===== src/sv/rsa_pkg.sv =====
// ============================================================================
// rsa_pkg: shared types and constants for the rule slot allocator
// Slot table sizing, request and status codes, controller/datapath links.
// ============================================================================
package rsa_pkg;

    localparam int SLOTS      = 256;
    localparam int SLOT_AW    = (SLOTS > 1) ? $clog2(SLOTS) : 1;
    localparam int CNT_W      = SLOT_AW + 1;
    localparam int CFG_W      = 9;
    localparam int LIM_W      = (CNT_W > CFG_W) ? CNT_W : CFG_W;
    localparam int KEY_W      = 64;
    localparam int IDX_W      = 16;
    localparam int SLOT_OUT_W = 8;
    localparam int CFG_RESET  = 256;

    typedef enum logic [1:0] {
        MODE_ALLOC  = 2'd0,
        MODE_FREE   = 2'd1,
        MODE_LOOKUP = 2'd2,
        MODE_QUERY  = 2'd3
    } t_mode;

    typedef enum logic [1:0] {
        ST_OK        = 2'd0,
        ST_EXISTING  = 2'd1,
        ST_NOT_FOUND = 2'd2,
        ST_FULL      = 2'd3
    } t_status;

    // controller -> datapath
    typedef struct packed {
        logic load;    // take the request
        logic rd;      // issue a key read at the scan address
        logic cmp;     // compare the returned key
        logic commit;  // update table and load the result register
    } t_cmd;

    // datapath -> controller
    typedef struct packed {
        logic rd_done;   // last address already issued
        logic match;     // live slot holds the key
        logic cmp_last;  // last slot is being compared
        logic out_free;  // result register can take a new result
    } t_sts;

endpackage


===== src/sv/rsa_ctrl.sv =====
// ============================================================================
// rsa_ctrl: request sequencer
// Steps a request through accept, key scan and commit; a live query skips the scan.
// ============================================================================
module rsa_ctrl (
    input  logic          i_clk,
    input  logic          i_rst_n,
    input  logic          i_in_valid,
    output logic          o_in_ready,
    input  rsa_pkg::t_mode i_mode,
    input  rsa_pkg::t_sts  i_sts,
    output rsa_pkg::t_cmd  o_cmd
);
    import rsa_pkg::*;

    typedef enum logic [1:0] {
        S_IDLE,
        S_SCAN,
        S_COMMIT
    } t_state;

    t_state r_state;
    t_state n_state;

    always_comb begin
        n_state = r_state;
        o_cmd   = '0;
        case (r_state)
            S_IDLE: begin
                if (i_in_valid) begin
                    o_cmd.load = 1'b1;
                    n_state    = (i_mode == MODE_QUERY) ? S_COMMIT : S_SCAN;
                end
            end
            S_SCAN: begin
                o_cmd.rd  = !i_sts.rd_done;
                o_cmd.cmp = 1'b1;
                if (i_sts.match || i_sts.cmp_last) begin
                    n_state = S_COMMIT;
                end
            end
            S_COMMIT: begin
                if (i_sts.out_free) begin
                    o_cmd.commit = 1'b1;
                    n_state      = S_IDLE;
                end
            end
            default: n_state = S_IDLE;
        endcase
    end

    always_ff @(posedge i_clk) begin
        if (!i_rst_n) begin
            r_state <= S_IDLE;
        end else begin
            r_state <= n_state;
        end
    end

    assign o_in_ready = (r_state == S_IDLE);

    // a scan only ends on a compare
    a_scan_exit: assert property (@(posedge i_clk) disable iff (!i_rst_n)
        (r_state == S_SCAN && n_state == S_COMMIT) |-> (i_sts.match || i_sts.cmp_last))
        else $error("scan left without a match or the last compare");

    // commit is only issued while the result register has room
    a_commit_room: assert property (@(posedge i_clk) disable iff (!i_rst_n)
        o_cmd.commit |-> i_sts.out_free)
        else $error("commit while result register is busy");

    // a new request is never taken in the cycle of a commit
    a_load_commit: assert property (@(posedge i_clk) disable iff (!i_rst_n)
        o_cmd.commit |=> !$past(o_cmd.load))
        else $error("load and commit overlapped");

endmodule


===== config.mk =====
export PLATFORM = sky130hd
export DESIGN_NAME = rsa_ctrl
export DESIGN_NICKNAME = d
export VERILOG_FILES = /design/src/sv/rsa_pkg.sv /design/src/sv/rsa_ctrl.sv
export SDC_FILE = /design/constraint.sdc
export NUM_CORES = 1
export LEC_CHECK = 0
export ABC_AREA = 1
export BUFFER_PORTS_ARGS = -buffer_cell sky130_fd_sc_hd__buf_2
export CAP_MARGIN = 20
export CORE_AREA = 2 2 39 41
export CTS_BUF_LIST = sky130_fd_sc_hd__clkbuf_8
export DETAILED_ROUTE_END_ITERATION = 7
export DIE_AREA = 0 0 41 43
export PLACE_DENSITY = 0.38
export RECOVER_POWER = 100
export SLEW_MARGIN = 20
export SYNTH_ARGS = -nofsm -noshare
export SYNTH_HDL_FRONTEND = slang
export SYNTH_SLANG_ARGS = --single-unit

===== constraint.sdc =====
create_clock -name i_clk -period 1.5 [get_ports i_clk]
set_input_delay 0.075 -clock i_clk [delete_from_list [all_inputs] [get_ports i_clk]]
set_output_delay 0.075 -clock i_clk [all_outputs]
set_load 0.01 [all_outputs]

Yosys cells after proc, flatten, opt, wreduce, memory -nomap -nowiden --
Index checks and enable logic that the tools add are counted.
Cells by class: divide/modulo/power cells 0, multiplexer cells 10, add/sub/neg operators 0, equal/unequal tests 6, bitwise gates (word level) 0, order comparisons 0, shifts and indexed selects 0, reduce and logical (&&, ||, !) cells 4, $mul 0
Operator list (count):
- 2-to-1 mux 2 bit | 5
- != test 2 bit (second input constant) | 3
- case mux 2 bit (3 select lines) | 1
- == test 2 bit (second input constant) | 2
- 2-to-1 mux 1 bit | 4
- AND reduction 3 bit | 1
- == test 2 x 1 -> 1 bit (second input constant) | 1
- logical NOT 2 bit | 1
- logical NOT 1 bit | 1
- logical OR 1 bit | 1
Storage, ports and cells: memory bits (read-only) 0, register bits after elaboration 2, bits in latches 0, memory bits (writable) 0, bits of input ports 9, output and inout port bits 5, memories kept 0, logic and storage cells 21

Longest topological paths before layout --
Gate-level depths: netlist of the first run.
depth after elaboration 4, mapped depth 5, depth with buffers taken out 5

Worst setup path after synthesis of the first run --
Ideal clock, no wire load.
kind reg2reg, start reg r_state[1], end reg r_state[0], clock period less this slack 0.934 ns, stages on the path, launching flop included 5, setup slack 0.566 ns, path buffers 0, data arrival time 0.820 ns, cell sequence dfxtp_1 nor2_2 nand2_1 a21oi_1 nor2_1
Between the ends: longest elaborated chain between the ends 3, elaborated cells between the ends (all ways) 8, those cells by class eq/ne (5); mux (1); reduce/logical (2)
Ends and longest elaborated chain:
- start, declared | RTL line rsa_ctrl.sv:22 | t_state r_state;
- start signal, assigned | RTL line rsa_ctrl.sv:56 | r_state <= n_state;
- logical NOT 2 bit (*)
- via o_in_ready | RTL line rsa_ctrl.sv:9 | output logic o_in_ready,
- != test 2 bit (no source line)
- AND reduction 3 bit (no source line)
The timed path passes the listed nets; every way through them passes the cells marked *. A chain may end at the register's enable or synchronous reset.

==> impl_metrics.csv, run 1 <==
group,metric,value,unit
floorplanning,floorplan.initialDensity,11.8,%
cts,cts.sink_count,2,
cts,htreeDepth,1,
final_layout,design_area,280,µm²
cts,post_cts_buffers,0,
sta,relSlewSlack,85.7,%
routing,first_pass_iters,2,
setup_path,cp-start-kind,"flip-flop",
setup_path,crit_fanout,5,
power,power,0.362,mW
sta,worst_pin_slew,0.214,ns
synthesis,yosysSeqAreaShare,24.6,%
synthesis,syn_nets,39,
routing,first_iter_violations,2,
sta,min_period_over_period,71.8,%
routing,drc,0,
cts,cts_buffer_depth,2,
setup_path,cp-end-kind,"primary output",
synthesis,ys_ff_latch,2,
synthesis,synth_cells,30,
cts,cts_hold_buffers,0,
routing,wl_per_cell,7.81,µm
sta,timing.final.max_slew_violations,0,
placed_design,dp_hpwl,395,µm
cts,cts_tree,"yes",
floorplanning,die_w,41,µm
cts,clk_latency,0.21,ns
floorplanning,core,1380,µm²
cts,cts.clk_slew.worst_paths,0.03,ns
run_status,status,"completed",
floorplanning,fp.dieH,43,µm
global_route,grt_max_degree,6,
global_route,track_usage,6.61,%
sta,fin_crit,1.08,ns
synthesis,synth_cell_types,9,
synthesis,ys_warn_count,0,
cts,post_cts_resized,0,
power,ir_worst_vdd,0.286,mV
power,p_per_area,1290,nW/µm²
cts,cts_root_buf,"clkbuf_8",
synthesis,synth_top_area_share,24.6,%
power,cellLeakagePower,0.152,nW
final_layout,regMostFlops,"r_state",
synthesis,synth_flop_cell,"dfxtp_1",
final_layout,diodes,0,
final_layout,nets,57,
global_route,grt_first_pass_wirelength,669,µm
sta,rsz0062_at_grt,"false",
floorplanning,die_area,1760,µm²
floorplanning,boundaryPins,14,
floorplanning,num_rows,14,
synthesis,synth_largest_area_cell,"dfxtp_1",
sta,fin_worst_skew,0.000331,ns
min_path,hold_class,"in2reg",
global_route,antenna_found_initial,0,
sta,finalSetupViolCount,0,
placed_design,portBuffers,13,
placed_design,placed_cells,59,
setup_path,crit_required,1.42,ns
routing,route.vias.total,227,
routing,antenna_left,0,
setup_path,r2r_slack,0.50,ns
synthesis,avgSynthCellArea,5.42,µm²
synthesis,synth_edf_count,0,
synthesis,synth_area,163,µm²
flow_run,drv_cap,0,
placed_design,dpl-instance-area,248,µm²
sta,setup_tns,0,ns
cts,cts-buffers-inserted,3,
global_route,grt_overflow,0,
routing,viasPerCell,3.66,
synthesis,netlist_top_cells_count,"inv_1 (7), nand2_1 (5), nand3_1 (5)",
setup_path,path_class,"reg2out",
setup_path,arrival,1.00,ns
synthesis,synthTopCellsByArea,"dfxtp_1 (25%), inv_1 (16%), nand3_1 (15%), nand2_1 (12%), nor2_2 (12%)",
sta,max_freq,928,MHz
synthesis,synth-async-reset-ratio,0,%
sta,hold_ws,0.0951,ns
final_layout,drive_above_1_share,32.6,%
synthesis,yosysMostFrequentCell,"inv_1",
final_layout,final_cells,62,
placed_design,place_congestion,0.653,
final_layout,reg_top3,"r_state (2)",
sta,hold_violations,0,
final_layout,largest_reg_flops,2,
global_route,grt_pass1_vias,192,
routing,drt_wl_total,484,µm
final_layout,area_growth,72.3,%
==> placed cells by master (no fill, tap or decap), drive strengths merged <==
cell    n
nor3    2
nor2    6
buf     8
dfxtp   2
nand3   5
inv     9
nand2   5
clkbuf  8
a21oi   1
==> cell families (layout without fill, tap and decap cells) <==
kind of cell           Yosys count  in the layout  share of synthesized area [%]
AO/OA/AOI/OAI                    1              1                           3.07
AND/OR/NAND/NOR                 18             18                           51.5
flip-flops                       2              2                           24.6
buffers and inverters            9             25                           20.8
==> stage by stage <==
stage	worst slack [ns]	utilization, %
detailed placement	0.552	17.9
CTS	0.404	20.9
finish	0.422	20.3
floorplan	0.566	-
global route	0.341	20.3
global placement	0.533	17.9
==> area by class of cell <==
type	count	area (µm²)
Multi-Input combinational cell	19	86.3
Clock buffer	3	41.3
Timing Repair Buffer	13	58.8
Inverter	9	33.8
Sequential cell	2	40.0
Tap cell	16	20.0
Fill cell	175	1100
==> critical path: stages (launching register included) <==
cell and delay [ns]:
dfxtp_1 0.41, inv_2 0.05, nor3_1 0.16, clkbuf_1 0.17
==> power by group <==
part,switching (mW),internal (mW),leakage (nW)
Sequential,0.00871,0.0598,0.0165
Combinational,0.0467,0.0308,0.114
Clock,0.0457,0.170,0.0216
Total,0.101,0.261,0.152
==> routing by layer <==
layer	share of wire, %	global-route usage [%]	up-vias
li1	-	-	121
met1	37	5.10	95
met2	48	9.06	9
met3	11	4.71	2
met4	4.5	8.00	0
met5	0	0	-
==> final timing paths <==
| path | start | to | cells past startpoint |
|---|---|---|---|
| min reg2reg | r_state[1] | r_state[1] | 4 |
| max reg2reg | r_state[1] | r_state[0] | 4 |
| min | i_rst_n | r_state[0] | 3 |
| max | r_state[1] | o_cmd[0] | 3 |
(Power assumes the default switching activity.)
==> run 2, diff against run 1 <==
==> constraint.sdc (replaced) <==
create_clock -name i_clk -period 1 [get_ports i_clk]
set_input_delay 0.05 -clock i_clk [delete_from_list [all_inputs] [get_ports i_clk]]
set_output_delay 0.05 -clock i_clk [all_outputs]
set_load 0.01 [all_outputs]
==> impl_metrics.csv, run 2 (synthesized netlist as in run 1, its figures left out) <==
group,metric,value,unit
min_path,hold_end,"r_state[0]",
global_route,met1_usage,6.05,%
final_layout,fillers,164,
floorplanning,die_w,41,µm
routing,first_iter_violations,1,
global_route,met3_usage,3.14,%
placed_design,dp_hpwl,373,µm
setup_path,r2r_start,"r_state[1]",
global_route,grt_pass1_vias,181,
final_layout,layout_common_cells,"buf_2 (12), inv_1 (7), nand2_1 (5), nand3_1 (5)",
final_layout,reg_top3,"r_state (2)",
final_layout,design_area,299,µm²
setup_path,cp_slowest_cell,"dfxtp_4",
min_path,hold_path_depth,3,
routing,antenna_left,0,
global_route,grt_first_pass_wirelength,600,µm
sta,min_period_over_period,94.6,%
setup_path,crit_path_max_incr_delay,0.35,ns
power,ir_worst_vdd,0.601,mV
sta,fin_crit,0.946,ns
global_route,grt_max_degree,6,
floorplanning,num_rows,14,
sta,timing.final.max_slew_violations,0,
final_layout,largest_reg_flops,2,
min_path,hold_class,"in2reg",
cts,cts_buffer_depth,2,
sta,hold_violations,0,
setup_path,crit_chain,"inv_2, nand2_1, nor2_1, buf_2",
setup_path,crit_fanout,5,
routing,drt_wl_total,439,µm
routing,first_pass_iters,2,
final_layout,layout_commonest_cell,"buf_2",
global_route,track_usage,5.31,%
floorplanning,fp.dieH,43,µm
sta,rsz0062_at_grt,"true",
routing,drc,0,
cts,cts_hold_buffers,0,
power,cellLeakagePower,0.171,nW
final_layout,regMostFlops,"r_state",
cts,cts.sink_count,2,
power,p_per_area,1800,nW/µm²
setup_path,arrival,0.90,ns
global_route,grt_overflow,0,
floorplanning,boundaryPins,14,
setup_path,critPathBufInv,2,
cts,post_cts_buffers,0,
final_layout,drive_above_1_share,52.2,%
floorplanning,floorplan.initialDensity,11.8,%
sta,finalSetupViolCount,0,
final_layout,final_core_util,21.6,%
floorplanning,core,1380,µm²
run_status,status,"completed",
placed_design,place_congestion,0.616,
setup_path,cp.depth,4,
cts,cts_tree,"yes",
routing,wl_per_cell,7.08,µm
placed_design,portBuffers,13,
setup_path,cp-end-kind,"primary output",
setup_path,r2r_slack,0.06,ns
setup_path,ff2ff_path_depth,4,
final_layout,area_growth,83.8,%
setup_path,cp-start-kind,"flip-flop",
sta,relSlewSlack,89.5,%
placed_design,dpl-instance-area,248,µm²
final_layout,nets,57,
sta,max_freq,1060,MHz
global_route,grt_use_met2,6.88,%
sta,worst_pin_slew,0.158,ns
min_path,hold_start,"i_rst_n",
floorplanning,die_area,1760,µm²
global_route,grt-busiest-layer,"met2",
cts,cts_root_buf,"clkbuf_8",
sta,fin_worst_skew,0.00235,ns
cts,htreeDepth,1,
routing,route.vias.total,220,
setup_path,path_class,"reg2out",
setup_path,rr_endpoint,"r_state[0]",
setup_path,crit_family,"flip-flops",
global_route,antenna_found_initial,0,
routing,viasPerCell,3.55,
setup_path,crit_required,0.95,ns
cts,cts.clk_slew.worst_paths,0.03,ns
flow_run,drv_cap,0,
final_layout,diodes,0,
cts,cts-buffers-inserted,3,
cts,clk_latency,0.21,ns
[run 2: what timing repair did]
item                       in CTS  in global routing
gates resized for setup         2                  2
pin swaps                       0                  0
setup endpoints to repair       2                  1
[run 2: final cells by class]
class | instances | area (µm²) | area share [%]
Tap cell | 16 | 20.0 | 6.69
Clock buffer | 3 | 41.3 | 13.8
Multi-Input combinational cell | 19 | 93.8 | 31.4
Sequential cell | 2 | 45.0 | 15.1
Timing Repair Buffer | 13 | 65.1 | 21.8
Inverter | 9 | 33.8 | 11.3
[run 2: how the worst max path moves through the flow]
stage	slack (ns)	startpoint	end
6_report	0.05	r_state[1]	o_cmd[2]
2_1_floorplan	0.07	r_state[1]	r_state[0]
4_1_cts	0.003	r_state[1]	o_cmd[0]
3_3_place_gp	0.04	r_state[1]	r_state[0]
3_5_place_dp	0.04	r_state[1]	r_state[0]
5_1_grt	-0.001	r_state[1]	r_state[0]
[run 2: routing by layer]
| layer | wire (µm) | up-vias | part of all wire [%] |
|---|---|---|---|
| met4 | 0 | 0 | 0 |
| met1 | 203 | 90 | 46 |
| met2 | 198 | 7 | 45 |
| met3 | 37 | 0 | 8.4 |
| met5 | 0 | - | 0 |
| li1 | - | 123 | - |
[run 2: per-stage QoR]
stage / setup WS [ns] / total power [mW] / setup TNS [ns] / std cells / hold slack (ns)
after global routing: -0.00127 / 0.575 / -0.00127 / 62 / 0.0766
final: 0.0542 / 0.538 / 0 / 62 / 0.0702
after CTS: 0.00324 / 0.553 / 0 / 62 / 0.0677
after global placement: 0.0446 / 0.230 / 0 / 59 / 0.289
after detailed placement: 0.0446 / 0.230 / 0 / 59 / 0.294
after floorplan: 0.0665 / 0.180 / 0 / 30 / 0.148
[run 2: tightest hold or removal path, stage by stage]
cell	delay, ns
buf_2	0.10
inv_1	0.04
nor2_1	0.04
[run 2: power breakdown]
part / internal, mW / total [mW] / leakage (nW) / switching, mW
registers: 0.0913 / 0.106 / 0.0175 / 0.0143
clock network: 0.254 / 0.308 / 0.0216 / 0.0539
logic: 0.0543 / 0.125 / 0.132 / 0.0706
total: 0.399 / 0.538 / 0.171 / 0.139
